==> src/sv/ilid_pkg.sv <==
`timescale 1ns / 1ps

package ilid_pkg;

    localparam int CAPACITY = 64;

    localparam int VALUE_W  = 32;
    localparam int FUNC_W   = 3;
    localparam int POS_W    = 7;
    localparam int STATUS_W = 2;
    localparam int COUNT_W  = 7;

    localparam logic [FUNC_W-1:0] OP_READ   = 3'd0;
    localparam logic [FUNC_W-1:0] OP_FRONT  = 3'd1;
    localparam logic [FUNC_W-1:0] OP_APPEND = 3'd2;
    localparam logic [FUNC_W-1:0] OP_INSERT = 3'd3;
    localparam logic [FUNC_W-1:0] OP_DELETE = 3'd4;

    localparam logic [STATUS_W-1:0] ST_DONE  = 2'd0;
    localparam logic [STATUS_W-1:0] ST_RANGE = 2'd1;
    localparam logic [STATUS_W-1:0] ST_FULL  = 2'd2;

    localparam logic [VALUE_W-1:0] MISS_VALUE = '1;

    typedef struct packed {
        logic [FUNC_W-1:0]         func;
        logic [POS_W-1:0]          position;
        logic signed [VALUE_W-1:0] item_value;
    } cmd_t;

    typedef struct packed {
        logic signed [VALUE_W-1:0] read_value;
        logic                      found;
        logic [STATUS_W-1:0]       status;
        logic [COUNT_W-1:0]        entry_count;
    } rsp_t;

endpackage

==> src/sv/ilid_cmd_if.sv <==
`timescale 1ns / 1ps

interface ilid_cmd_if;

    logic                                        valid;
    logic                                        ready;
    logic [ilid_pkg::FUNC_W-1:0]                 func;
    logic [ilid_pkg::POS_W-1:0]                  position;
    logic signed [ilid_pkg::VALUE_W-1:0]         item_value;

    modport source (output valid, output func, output position, output item_value,
                    input ready);
    modport sink (input valid, input func, input position, input item_value,
                  output ready);

endinterface

==> src/sv/ilid_rsp_if.sv <==
`timescale 1ns / 1ps

interface ilid_rsp_if;

    logic                                        valid;
    logic                                        ready;
    logic signed [ilid_pkg::VALUE_W-1:0]         read_value;
    logic                                        found;
    logic [ilid_pkg::STATUS_W-1:0]               status;
    logic [ilid_pkg::COUNT_W-1:0]                entry_count;

    modport source (output valid, output read_value, output found, output status,
                    output entry_count, input ready);
    modport sink (input valid, input read_value, input found, input status,
                  input entry_count, output ready);

endinterface

==> src/sv/indexed_list_insert_delete_top.sv <==
`timescale 1ns / 1ps

// Indexed list store: an ordered sequence of up to CAPACITY signed 32-bit values.
// Commands arrive on the cmd channel (func, position, item_value) and each produces
// exactly one transaction on the rsp channel (read_value, found, status, entry_count).
// Commands are handled one at a time; cmd.ready is high only while the block is idle.
// A read that hits fetches its value from the memory in a read state before its result
// is ready, and the next command is taken once that result has passed on to the output
// register. An insert at position p into a list of length L moves the L - p entries
// behind the position, and a delete the L - p - 1 behind it, one place per cycle through
// the single read/write port pair of the value memory; an insert then writes its value
// at p. The next command is again taken once the result has passed on. Rejected commands
// and unused codes go straight to their result. The sustained rate is therefore set by
// that shift loop. Reset clears the length to zero; the value memory is not cleared, and
// its contents outside the stored range are never used. The result sits in an output
// register; while the receiver holds rsp.ready low the block finishes the next command
// but keeps it until the register is free, so no transaction is lost or repeated.
module indexed_list_insert_delete_top #(
    parameter int CAPACITY = ilid_pkg::CAPACITY
) (
    input  logic       clk,
    input  logic       rst_n,
    ilid_cmd_if.sink   cmd,
    ilid_rsp_if.source rsp
);

    localparam int AW = $clog2(CAPACITY);

    ilid_pkg::cmd_t               cmd_data;
    ilid_pkg::rsp_t               res;
    logic                         res_valid;
    logic                         res_ready;
    logic                         ram_wr_en;
    logic [AW-1:0]                ram_wr_addr;
    logic [ilid_pkg::VALUE_W-1:0] ram_wr_data;
    logic [AW-1:0]                ram_rd_addr;
    logic [ilid_pkg::VALUE_W-1:0] ram_rd_data;

    logic                         out_valid_reg, out_valid_next;
    ilid_pkg::rsp_t               out_data_reg,  out_data_next;

    assign cmd_data.func       = cmd.func;
    assign cmd_data.position   = cmd.position;
    assign cmd_data.item_value = cmd.item_value;

    ilid_seq #(
        .CAPACITY (CAPACITY)
    ) u_seq (
        .clk         (clk),
        .rst_n       (rst_n),
        .cmd_valid   (cmd.valid),
        .cmd_ready   (cmd.ready),
        .cmd         (cmd_data),
        .res_valid   (res_valid),
        .res_ready   (res_ready),
        .res         (res),
        .ram_wr_en   (ram_wr_en),
        .ram_wr_addr (ram_wr_addr),
        .ram_wr_data (ram_wr_data),
        .ram_rd_addr (ram_rd_addr),
        .ram_rd_data (ram_rd_data)
    );

    ilid_ram #(
        .WIDTH (ilid_pkg::VALUE_W),
        .DEPTH (CAPACITY)
    ) u_ram (
        .clk     (clk),
        .wr_en   (ram_wr_en),
        .wr_addr (ram_wr_addr),
        .wr_data (ram_wr_data),
        .rd_addr (ram_rd_addr),
        .rd_data (ram_rd_data)
    );

    assign res_ready = !out_valid_reg || rsp.ready;

    always_comb
    begin
        out_valid_next = out_valid_reg;
        out_data_next  = out_data_reg;
        if (res_valid && res_ready)
        begin
            out_valid_next = 1'b1;
            out_data_next  = res;
        end
        else if (rsp.ready)
        begin
            out_valid_next = 1'b0;
        end
    end

    always_ff @(posedge clk or negedge rst_n)
    begin
        if (!rst_n)
        begin
            out_valid_reg <= 1'b0;
        end
        else
        begin
            out_valid_reg <= out_valid_next;
        end
    end

    always_ff @(posedge clk)
    begin
        out_data_reg <= out_data_next;
    end

    assign rsp.valid       = out_valid_reg;
    assign rsp.read_value  = out_data_reg.read_value;
    assign rsp.found       = out_data_reg.found;
    assign rsp.status      = out_data_reg.status;
    assign rsp.entry_count = out_data_reg.entry_count;

endmodule

==> src/sv/ilid_ram.sv <==
`timescale 1ns / 1ps

module ilid_ram #(
    parameter int WIDTH = ilid_pkg::VALUE_W,
    parameter int DEPTH = ilid_pkg::CAPACITY,
    localparam int AW   = (DEPTH > 1) ? $clog2(DEPTH) : 1
) (
    input  logic             clk,
    input  logic             wr_en,
    input  logic [AW-1:0]    wr_addr,
    input  logic [WIDTH-1:0] wr_data,
    input  logic [AW-1:0]    rd_addr,
    output logic [WIDTH-1:0] rd_data
);

    logic [WIDTH-1:0] mem [DEPTH];
    logic [WIDTH-1:0] rd_data_reg;

    always_ff @(posedge clk)
    begin
        if (wr_en)
        begin
            mem[wr_addr] <= wr_data;
        end
        rd_data_reg <= mem[rd_addr];
    end

    assign rd_data = rd_data_reg;

endmodule

==> src/sv/ilid_seq.sv <==
`timescale 1ns / 1ps

module ilid_seq #(
    parameter int CAPACITY = ilid_pkg::CAPACITY,
    localparam int AW      = $clog2(CAPACITY),
    localparam int LW      = $clog2(CAPACITY + 1)
) (
    input  logic                         clk,
    input  logic                         rst_n,
    input  logic                         cmd_valid,
    output logic                         cmd_ready,
    input  ilid_pkg::cmd_t               cmd,
    output logic                         res_valid,
    input  logic                         res_ready,
    output ilid_pkg::rsp_t               res,
    output logic                         ram_wr_en,
    output logic [AW-1:0]                ram_wr_addr,
    output logic [ilid_pkg::VALUE_W-1:0] ram_wr_data,
    output logic [AW-1:0]                ram_rd_addr,
    input  logic [ilid_pkg::VALUE_W-1:0] ram_rd_data
);

    localparam int CW = ((LW > ilid_pkg::POS_W) ? LW : ilid_pkg::POS_W) + 1;

    typedef enum logic [2:0] {
        S_IDLE,
        S_READ,
        S_SHIFT,
        S_PLACE,
        S_DONE
    } state_t;

    state_t                          state_reg,  state_next;
    logic [LW-1:0]                   len_reg,    len_next;
    logic                            del_reg,    del_next;
    logic [AW-1:0]                   addr_reg,   addr_next;
    logic [ilid_pkg::VALUE_W-1:0]    val_reg,    val_next;
    logic [AW-1:0]                   cursor_reg, cursor_next;
    logic [AW-1:0]                   wptr_reg,   wptr_next;
    logic                            pend_reg,   pend_next;
    logic [LW-1:0]                   rem_reg,    rem_next;
    logic [ilid_pkg::VALUE_W-1:0]    rdv_reg,    rdv_next;
    logic                            found_reg,  found_next;
    logic [ilid_pkg::STATUS_W-1:0]   status_reg, status_next;

    logic [CW-1:0] len_ext;
    logic [CW-1:0] pos_ext;
    logic [CW-1:0] ins_pos;
    logic          full;

    assign len_ext = CW'(len_reg);
    assign pos_ext = CW'(cmd.position);
    assign full    = (len_reg == LW'(CAPACITY));

    always_comb
    begin
        case (cmd.func)
            ilid_pkg::OP_FRONT:  ins_pos = '0;
            ilid_pkg::OP_APPEND: ins_pos = len_ext;
            default:             ins_pos = pos_ext;
        endcase
    end

    always_comb
    begin
        state_next  = state_reg;
        len_next    = len_reg;
        del_next    = del_reg;
        addr_next   = addr_reg;
        val_next    = val_reg;
        cursor_next = cursor_reg;
        wptr_next   = wptr_reg;
        pend_next   = pend_reg;
        rem_next    = rem_reg;
        rdv_next    = rdv_reg;
        found_next  = found_reg;
        status_next = status_reg;
        ram_wr_en   = 1'b0;
        ram_wr_addr = wptr_reg;
        ram_wr_data = ram_rd_data;
        ram_rd_addr = cursor_reg;

        case (state_reg)
            S_IDLE:
            begin
                ram_rd_addr = pos_ext[AW-1:0];
                if (cmd_valid)
                begin
                    rdv_next    = '0;
                    found_next  = 1'b0;
                    status_next = ilid_pkg::ST_DONE;
                    val_next    = cmd.item_value;
                    pend_next   = 1'b0;
                    state_next  = S_DONE;
                    case (cmd.func)
                        ilid_pkg::OP_READ:
                        begin
                            if (pos_ext < len_ext)
                            begin
                                state_next = S_READ;
                            end
                            else
                            begin
                                rdv_next    = ilid_pkg::MISS_VALUE;
                                status_next = ilid_pkg::ST_RANGE;
                            end
                        end
                        ilid_pkg::OP_FRONT, ilid_pkg::OP_APPEND, ilid_pkg::OP_INSERT:
                        begin
                            if (ins_pos > len_ext)
                            begin
                                status_next = ilid_pkg::ST_RANGE;
                            end
                            else if (full)
                            begin
                                status_next = ilid_pkg::ST_FULL;
                            end
                            else
                            begin
                                del_next    = 1'b0;
                                addr_next   = ins_pos[AW-1:0];
                                rem_next    = LW'(len_ext - ins_pos);
                                cursor_next = AW'(len_ext - CW'(1));
                                state_next  = S_SHIFT;
                            end
                        end
                        ilid_pkg::OP_DELETE:
                        begin
                            if (pos_ext < len_ext)
                            begin
                                del_next    = 1'b1;
                                rem_next    = LW'(len_ext - pos_ext - CW'(1));
                                cursor_next = AW'(pos_ext + CW'(1));
                                state_next  = S_SHIFT;
                            end
                            else
                            begin
                                status_next = ilid_pkg::ST_RANGE;
                            end
                        end
                        default:
                        begin
                            state_next = S_DONE;
                        end
                    endcase
                end
            end
            S_READ:
            begin
                rdv_next   = ram_rd_data;
                found_next = 1'b1;
                state_next = S_DONE;
            end
            S_SHIFT:
            begin
                ram_wr_en = pend_reg;
                if (rem_reg != '0)
                begin
                    pend_next = 1'b1;
                    rem_next  = rem_reg - LW'(1);
                    if (del_reg)
                    begin
                        wptr_next   = cursor_reg - AW'(1);
                        cursor_next = cursor_reg + AW'(1);
                    end
                    else
                    begin
                        wptr_next   = cursor_reg + AW'(1);
                        cursor_next = cursor_reg - AW'(1);
                    end
                end
                else
                begin
                    pend_next = 1'b0;
                    if (del_reg)
                    begin
                        len_next   = len_reg - LW'(1);
                        state_next = S_DONE;
                    end
                    else
                    begin
                        state_next = S_PLACE;
                    end
                end
            end
            S_PLACE:
            begin
                ram_wr_en   = 1'b1;
                ram_wr_addr = addr_reg;
                ram_wr_data = val_reg;
                len_next    = len_reg + LW'(1);
                state_next  = S_DONE;
            end
            S_DONE:
            begin
                if (res_ready)
                begin
                    state_next = S_IDLE;
                end
            end
            default:
            begin
                state_next = S_IDLE;
            end
        endcase
    end

    always_ff @(posedge clk or negedge rst_n)
    begin
        if (!rst_n)
        begin
            state_reg  <= S_IDLE;
            len_reg    <= '0;
            pend_reg   <= 1'b0;
            rem_reg    <= '0;
            del_reg    <= 1'b0;
            addr_reg   <= '0;
            val_reg    <= '0;
            cursor_reg <= '0;
            wptr_reg   <= '0;
            rdv_reg    <= '0;
            found_reg  <= 1'b0;
            status_reg <= ilid_pkg::ST_DONE;
        end
        else
        begin
            state_reg  <= state_next;
            len_reg    <= len_next;
            pend_reg   <= pend_next;
            rem_reg    <= rem_next;
            del_reg    <= del_next;
            addr_reg   <= addr_next;
            val_reg    <= val_next;
            cursor_reg <= cursor_next;
            wptr_reg   <= wptr_next;
            rdv_reg    <= rdv_next;
            found_reg  <= found_next;
            status_reg <= status_next;
        end
    end

    assign cmd_ready       = (state_reg == S_IDLE);
    assign res_valid       = (state_reg == S_DONE);
    assign res.read_value  = rdv_reg;
    assign res.found       = found_reg;
    assign res.status      = status_reg;
    assign res.entry_count = ilid_pkg::COUNT_W'(len_reg);

endmodule
==> src/flat_wrapper.sv <==
// flat-port wrapper written by rule: the top's interface ports become plain ports
module indexed_list_insert_delete_top_flat 
#(
    parameter int CAPACITY = ilid_pkg::CAPACITY
)
  (clk, rst_n, cmd_valid, cmd_func, cmd_position, cmd_item_value, cmd_ready, rsp_valid, rsp_read_value, rsp_found, rsp_status, rsp_entry_count, rsp_ready);
  ilid_cmd_if cmd_i ();
  ilid_rsp_if rsp_i ();
  input  logic clk;
  input  logic rst_n;
  input wire logic [$bits(cmd_i.valid)-1:0] cmd_valid;
  input wire logic [$bits(cmd_i.func)-1:0] cmd_func;
  input wire logic [$bits(cmd_i.position)-1:0] cmd_position;
  input wire logic [$bits(cmd_i.item_value)-1:0] cmd_item_value;
  output wire logic [$bits(cmd_i.ready)-1:0] cmd_ready;
  output wire logic [$bits(rsp_i.valid)-1:0] rsp_valid;
  output wire logic [$bits(rsp_i.read_value)-1:0] rsp_read_value;
  output wire logic [$bits(rsp_i.found)-1:0] rsp_found;
  output wire logic [$bits(rsp_i.status)-1:0] rsp_status;
  output wire logic [$bits(rsp_i.entry_count)-1:0] rsp_entry_count;
  input wire logic [$bits(rsp_i.ready)-1:0] rsp_ready;
  assign cmd_i.valid = cmd_valid;
  assign cmd_i.func = cmd_func;
  assign cmd_i.position = cmd_position;
  assign cmd_i.item_value = cmd_item_value;
  assign cmd_ready = cmd_i.ready;
  assign rsp_valid = rsp_i.valid;
  assign rsp_read_value = rsp_i.read_value;
  assign rsp_found = rsp_i.found;
  assign rsp_status = rsp_i.status;
  assign rsp_entry_count = rsp_i.entry_count;
  assign rsp_i.ready = rsp_ready;
  indexed_list_insert_delete_top #(.CAPACITY(CAPACITY)) u_core (.clk(clk), .rst_n(rst_n), .cmd(cmd_i), .rsp(rsp_i));
endmodule
==> config.mk <==
export PLATFORM = sky130hd
export DESIGN_NAME = indexed_list_insert_delete_top_flat
export DESIGN_NICKNAME = d
export VERILOG_FILES = /design/src/sv/ilid_pkg.sv /design/src/sv/ilid_cmd_if.sv /design/src/sv/ilid_rsp_if.sv /design/src/sv/indexed_list_insert_delete_top.sv /design/src/sv/ilid_ram.sv /design/src/sv/ilid_seq.sv /design/src/flat_wrapper.sv
export SDC_FILE = /design/constraint.sdc
export NUM_CORES = 2
export LEC_CHECK = 0
export ABC_CLOCK_PERIOD_IN_PS = 3800
export BUFFER_PORTS_ARGS = -buffer_cell sky130_fd_sc_hd__buf_4
export CORE_MARGIN = 5
export CORE_UTILIZATION = 50
export CTS_CLUSTER_SIZE = 20
export DETAILED_ROUTE_END_ITERATION = 8
export PLACE_DENSITY_LB_ADDON = 0.2
export SLEW_MARGIN = 10
export SYNTH_ARGS = -nofsm -noshare
export SYNTH_HDL_FRONTEND = slang
export SYNTH_SLANG_ARGS = --single-unit
==> constraint.sdc <==
create_clock -name clk -period 3.8 [get_ports clk]
set_input_delay 0.57 -clock clk [delete_from_list [all_inputs] [get_ports clk]]
set_output_delay 0.57 -clock clk [all_outputs]
set_load 0.01 [all_outputs]
Word-level counts from Yosys, hierarchy flattened
Memory sizes are Yosys's and may differ from the RTL's. A register that Yosys moved wholly into a read port is not among the register bits.
Index checks and enable logic that the tools add are counted.

storage, ports and cells
  logic and storage cells = 130
  register bits = 147
  bits in writable memories = 2048
  memories = 1
  input port bits = 46
  output and inout port bits = 44

memory list
  name              depth  width  read ports  clocked after memory_dff  wr ports  RTL line        source
  u_core.u_ram.mem  64     32     1           1                         1         ilid_ram.sv:16  logic [WIDTH-1:0] mem [DEPTH];

operators by class
  magnitude comparators = 2
  add/subtract/negate cells = 10
  bitwise operators = 2
  eq/ne operators = 21
  reduce and logical (&&, ||, !) cells = 23
  multiplexer cells = 54

operator list
  kind                 count
  $mux 32              4
  $pmux 32 s2          1
  $pmux 7 s2           4
  $mux 6               9
  $mux 7               7
  $mux 3               8
  $pmux 6 s2           2
  $sub 7x1->7 const B  3
  $ne 2x2->1 const B   8
  $sub 7x7->7          2
  $add 6x1->6 const B  2
  $eq 3x2->1 const B   4
  $pmux 3 s4           1
  $sub 6x1->6 const B  2
  $mux 1               10
  $reduce_bool 2->1    5
  $ne 3x3->1 const B   3
  $pmux 3 s3           1
  $pmux 1 s2           4
  $reduce_and 2->1     4
  $add 7x1->7 const B  1
  $eq 7x7->1 const B   1
  $gt 7x7->1           1
  $lt 7x7->1           1
  17 further kinds     24

Longest topological paths before layout
  word-level depth = 8
  gate-level depth with buffers = 14
  gate-level depth less buffers = 12

By module
From an unflattened synthesis, not the netlist that was laid out.

unflattened totals
  cell total of the unflattened synthesis = 4165
  area, all modules = 86207.7 µm²

by module, submodules not included
  module                          seq. area each (µm²)  instances  cells an instance  area each (µm²)
  ilid_ram                        62139.6               1          3362               78457.7
  ilid_seq                        2602.5                1          757                6434.9
  indexed_list_insert_delete_top  1286.2                1          46                 1315.0

Least setup slack after synthesis
No wires, ideal clock.

  kind = input-to-reg
  from = input port cmd_func[1]
  to = register u_core.u_seq.rem_reg[5]
  setup slack = 286 ps
  stages = 13
  data arrival time = 3393 ps
  buffers on the path = 3
  required time = 3678 ps
  setup time = 122 ps
  cell sequence = clkbuf_1 > nor2_1 > or2_2 > clkbuf_1 > a22oi_1 > ha_1 > a21oi_1 > a221oi_1 > o31a_1 > o21ai_0 > a21oi_1 > clkbuf_1 > a32o_1

between the ends
  cells in the longest elaborated chain, start to end = 8
  elaborated cells between the ends (all ways) = 18
  classes of those cells = add/sub: 1; order compare: 1; eq/ne: 8; mux: 6; reduce/logical: 2

ends and longest elaborated chain
  what                                             RTL line                        source
  start, declared                                  flat_wrapper.sv:12              input wire logic [$bits(cmd_i.func)-1:0] cmd_func;
  $eq 3x2->1 / $eq 3x1->1 (equally long branches)  ilid_seq.sv:57, ilid_seq.sv:95
  $pmux 7 s2                                       ilid_seq.sv:57                  case (cmd.func)
  $sub 7x7->7                                      ilid_seq.sv:122                 rem_next = LW'(len_ext - ins_pos);
  $mux 7                                           ilid_seq.sv:114                 else if (full)
  $mux 7                                           ilid_seq.sv:110                 if (ins_pos > len_ext)
  $pmux 7 s2                                       ilid_seq.sv:95                  case (cmd.func)
  $mux 7                                           ilid_seq.sv:87                  if (cmd_valid)
  $pmux 7 s2                                       ilid_seq.sv:83                  case (state_reg)
  end signal, assigned                             ilid_seq.sv:230                 rem_reg <= rem_next;
  end, declared                                    ilid_seq.sv:41                  logic [LW-1:0] rem_reg, rem_next;

Several ways; a longest one is shown, not always the timed one. The select of a mux whose other input is x is not followed.
A chain may end at the register's enable or synchronous reset.

Final worst setup path
  from = register u_core.u_seq.state_reg[0]
  to = register u_core.u_ram.rd_data_reg[7] (netlist: u_core.u_ram.rd_data[7]), read port of u_core.u_ram.mem

between the ends
  cells in the longest elaborated chain, start to end = 2

ends and longest elaborated chain
  what                    RTL line         source
  start, declared         ilid_seq.sv:33   state_t state_reg, state_next;
  start signal, assigned  ilid_seq.sv:227  state_reg <= state_next;
  $logic_not 3->1         ilid_seq.sv:83
  $mux 6                  ilid_seq.sv:83
  end, declared           ilid_ram.sv:17   logic [WIDTH-1:0] rd_data_reg;

No other way between the ends.

==> results.md <==
Finish:
- Counting flops per register, the top entry is u_core.u_ram.mem.
- The flip-flop count of the largest register after layout is 2048.
- From synthesis to final layout, the design area changed by 16.9%.
- The number of nets in the finished design is 6696.
- The final instance count without filler cells is 9148.
- Of the cells placed in the final design, the portion with a size suffix greater than 1 is 0.168.
- The total inserted antenna cells is 0.
- The fill cell total of the finished layout is 13294.

Placed design:
- Routability-driven placement finished with a final weighted congestion of 0.913.
- Buffers placed on the I/O ports in this run total 89.
- The final HPWL from detailed placement is 171000 microns.
- The number of placed cells counting well taps is 8696.

Setup path:
- The worst register-to-register path begins at u_core.u_seq.state_reg[0].
- The category of the most critical setup path is reg -> reg.
- The type of origin of the critical path is a flip-flop.
- The data required time of the worst path is 4.52 ns.
- Tracing the worst setup path back leads to its startpoint at u_core.u_seq.state_reg[0].
- In this run the worst path has a maximum fanout of 68.
- The signal arrival time at the worst endpoint is 4.48 ns.
- The element type at the critical path end is a flip-flop.

Routing:
- After detailed routing, the total wire length is 281000 microns.
- The post-route antenna net violation count is 0.
- The per-cell routed wire length is 30.7 microns.
- The count of routing violations after the opening detailed-route iteration is 8736.
- The total via count after detailed routing is 58305.
- In the routed layout, each cell is associated on average with a via count of 6.37.
- The first detailed-routing pass ran for 8 iterations.
- After detailed routing, the number of remaining DRC violations is 0.

Yosys:
- Of the total synthesized cell area, the portion taken by full adders, half adders and majority gates is 0.00477.
- The net count after synthesis is 6284.
- Counting flops with a built-in enable in the synthesized netlist gives 2090.
- The synthesized instance count is 6206.
- The most used flip-flop cell after synthesis is sky130_fd_sc_hd__edfxtp_1.
- The synthesized netlist occupies a cell area of 88700 sq um.
- The count of different cell masters after synthesis is 75.
- The register area share after synthesis is 0.744.
- Counting flops with an async set or reset pin after synthesis yields a share of 0.0471.
- The post-synthesis share of cell area spent on and, or, nand and nor gates is 0.113.
- The total of warnings raised by yosys is 0.
- The share of the synthesized area in compound gates (AO/OA/AOI/OAI) is 0.0809.
- By area, the combinational part of the netlist is dominated by simple AND/OR/NAND/NOR gates.
- The share of synthesized area spent on multiplexers is 0.0309.
- Of the total synthesized cell area, the portion taken by XOR and XNOR cells is 0.00316.
- In this run, synthesis produced a sequential element count of 2227.
- Each instance of the synthesized netlist takes up on average 14.3 sq um.

Power:
- For this design the ratio of total power to cell area is 946 nW/um^2.
- The analysis attributes to cell leakage a power of 35.7 nW.
- The largest vdd supply drop is 0.915 mV.

Die:
- The die area is 186000 sq um.
- The die is 431 microns tall.
- The placeable core region is 176000 sq um.
- The floorplan has 154 rows.
- The die is 431 microns wide.
- The total I/O pin count is 90.
- The starting utilization of the core area is 0.503.

Min path:
- The startpoint of the tightest hold check path is cmd_valid.
- The worst hold path belongs to the class in -> reg.

Run:
- Max-cap violations in this run came to 0.

GRT:
- The maximum number of pins on one net before global-route repair is 106.
- The met1 usage is 0.419.
- The via count of the first global-routing pass is 54805.
- Across every metal layer, demand over resource in global routing totals 0.296.
- The first-pass GRT wire length is 399000 microns.
- The global routing met2 resource utilization is 0.440.
- In the global route stage, met3 resource usage came out at 0.0874.
- The most utilized layer in the global route result is met2.
- The initial antenna violation count came to 18.
- The residual overflow from global routing is 0.

STA:
- Setup violations remaining at the end of the flow were counted as 0.
- The clock arrives with 0.0509 ns of skew.
- In the finished design, the share of the clock period the worst path needs comes to 0.990.
- The count of endpoints failing hold in the final timing report is 0.
- The maximum clock frequency is 266 MHz.
- Measured against its own limit, the worst slew margin works out to 0.219.
- The number of max-slew violations in the final report is 0.
- Hold is met by 0.0733 ns.
- The clock period minus worst slack is 3.76 ns.
- The worst-margin pin slew is 1.17 ns.

CTS:
- The count of clock tree sinks is 2227.
- TritonCTS built the clock tree.
- The deepest level of the CTS H-tree is 4.
- The deepest clock path buffer count is 3.
- Buffers inserted during clock tree synthesis total 217.
- The clock latency at the later pin of the worst-skew pair is 0.86 ns.
- In this run the clock root is driven by a sky130_fd_sc_hd__clkbuf_16.
- The clock-pin slew on the worst setup and hold paths is 0.06 ns.

Outcome:
- The flow ran to the end, and the final reports show no timing, DRC or antenna violations.
## cells by family (layout without fill, tap and decap cells)
family | Yosys count | count (layout)
fa+ha+maj | 32 | 32
mux | 157 | 157
buf+inv | 445 | 1045
compound gates | 1038 | 1038
flops | 2227 | 2227
xor+xnor | 32 | 32
simple gates | 2275 | 2277
## cell usage in the layout, fill, tap and decap left out, types with 32 or more instances in the layout
cell,count
sky130_fd_sc_hd__dfxtp_1,32
sky130_fd_sc_hd__a22oi_1,66
sky130_fd_sc_hd__buf_12,117
sky130_fd_sc_hd__edfxtp_1,2090
sky130_fd_sc_hd__nor2_4,69
sky130_fd_sc_hd__buf_4,462
sky130_fd_sc_hd__nor2_1,77
sky130_fd_sc_hd__o2111ai_1,65
sky130_fd_sc_hd__a31oi_1,231
sky130_fd_sc_hd__o21ai_0,71
sky130_fd_sc_hd__nand2_1,1370
sky130_fd_sc_hd__dlygate4sd3_1,33
sky130_fd_sc_hd__clkbuf_1,33
sky130_fd_sc_hd__clkbuf_16,222
sky130_fd_sc_hd__and3_1,249
sky130_fd_sc_hd__mux2_2,33
sky130_fd_sc_hd__a311oi_1,64
sky130_fd_sc_hd__dfrtp_1,105
sky130_fd_sc_hd__nand3_1,350
sky130_fd_sc_hd__mux4_2,82
sky130_fd_sc_hd__clkinv_1,48
sky130_fd_sc_hd__clkinv_2,57
sky130_fd_sc_hd__nand4_1,45
sky130_fd_sc_hd__a211oi_1,236
sky130_fd_sc_hd__a21oi_1,177
## path summary, 6_finish.rpt
| path | endpoint | slack [ns] | cells past startpoint |
|---|---|---|---|
| min reg2reg | u_core.rsp.read_value[21] | 0.44 | 0 |
| max reg2reg | u_core.u_ram.rd_data[7] | 0.04 | 9 |
| max | u_core.u_ram.rd_data[7] | 0.04 | 9 |
| max in group asynchronous | u_core.u_seq.val_reg[23] | 2.93 | 3 |
| min | u_core.u_seq.state_reg[0] | 0.07 | 3 |
| min in group asynchronous | u_core.u_seq.rem_reg[2] | 0.24 | 3 |
## report_power, final
group	leakage, nW	switching (W)	internal [W]	total (W)
combinational	11.8	0.0290	0.0135	0.0425
clock	3.50	0.00936	0.0123	0.0216
sequential	20.4	0.00123	0.0327	0.0340
total	35.7	0.0396	0.0585	0.0981
## through the flow
| step | worst slack [ns] | power (W) | setup TNS, ns | instance area, sq um | util |
|---|---|---|---|---|---|
| after global routing | -0.0283 | 0.102 | -0.0283 | 104000 | 0.588 |
| after global placement | -0.0706 | 0.0749 | -0.225 | 96000 | 0.545 |
| after detailed placement | -0.221 | 0.0755 | -0.907 | 96000 | 0.545 |
| after CTS | 0.00592 | 0.0972 | 0 | 104000 | 0.588 |
| final | 0.0365 | 0.0981 | 0 | 104000 | 0.588 |
| after floorplan | 0.286 | 0.0569 | 0 | 88700 | - |
## critical path: stages (launching register included)
cell and delay (ns):
sky130_fd_sc_hd__dfrtp_1 0.52, sky130_fd_sc_hd__or4b_4 0.66, sky130_fd_sc_hd__and2_4 0.29, sky130_fd_sc_hd__buf_4 0.20, sky130_fd_sc_hd__buf_12 0.19, sky130_fd_sc_hd__a211oi_1 0.22
sky130_fd_sc_hd__a31oi_1 0.09, sky130_fd_sc_hd__o2111ai_1 0.51, sky130_fd_sc_hd__o2111ai_4 0.34, sky130_fd_sc_hd__or4_1 0.51
## Yosys cell counts (64+ instances only)
cell,n,area share
sky130_fd_sc_hd__a311oi_1,64,0.0063
sky130_fd_sc_hd__clkbuf_1,235,0.0099
sky130_fd_sc_hd__mux4_2,82,0.021
sky130_fd_sc_hd__dfrtp_1,105,0.030
sky130_fd_sc_hd__nand2_1,1375,0.058
sky130_fd_sc_hd__a22oi_1,67,0.0057
sky130_fd_sc_hd__and3_1,250,0.018
sky130_fd_sc_hd__nand3_1,350,0.020
sky130_fd_sc_hd__a31oi_1,231,0.016
sky130_fd_sc_hd__a21oi_1,179,0.010
sky130_fd_sc_hd__buf_2,111,0.0063
sky130_fd_sc_hd__nor2_1,146,0.0062
sky130_fd_sc_hd__o2111ai_1,69,0.0068
sky130_fd_sc_hd__o21ai_0,71,0.0040
sky130_fd_sc_hd__a211oi_1,236,0.020
sky130_fd_sc_hd__edfxtp_1,2090,0.71
## metal layers
layer  vias to the layer above  share of wire
met5                         -        0.00023
met4                        10          0.041
met3                       550           0.13
met2                      3799           0.44
met1                     29342           0.39
li1                      24604              -
## cell type report
| type | instances | area [sq um] | share of cell area |
|---|---|---|---|
| clock buffer | 255 | 5680 | 0.0548 |
| timing repair buffer | 614 | 6170 | 0.0595 |
| sequential | 2227 | 66000 | 0.637 |
| clock inverter | 154 | 1460 | 0.0141 |
| multi-input combinational | 3536 | 21400 | 0.206 |
| inverter | 22 | 82.6 | 0.000796 |
| tap | 2340 | 2930 | 0.0282 |
## timing repair
item | 4_1_cts | 5_1_grt
setup endpoints to repair | 8 | 8
cloned | 1 | 1
pin swaps | 0 | 3
buffers inserted | 5 | 2
gates resized for setup | 4 | 9
hold buffers | 33 | 0
hold endpoints to repair | 137 | 0
(Power assumes the default switching activity.)
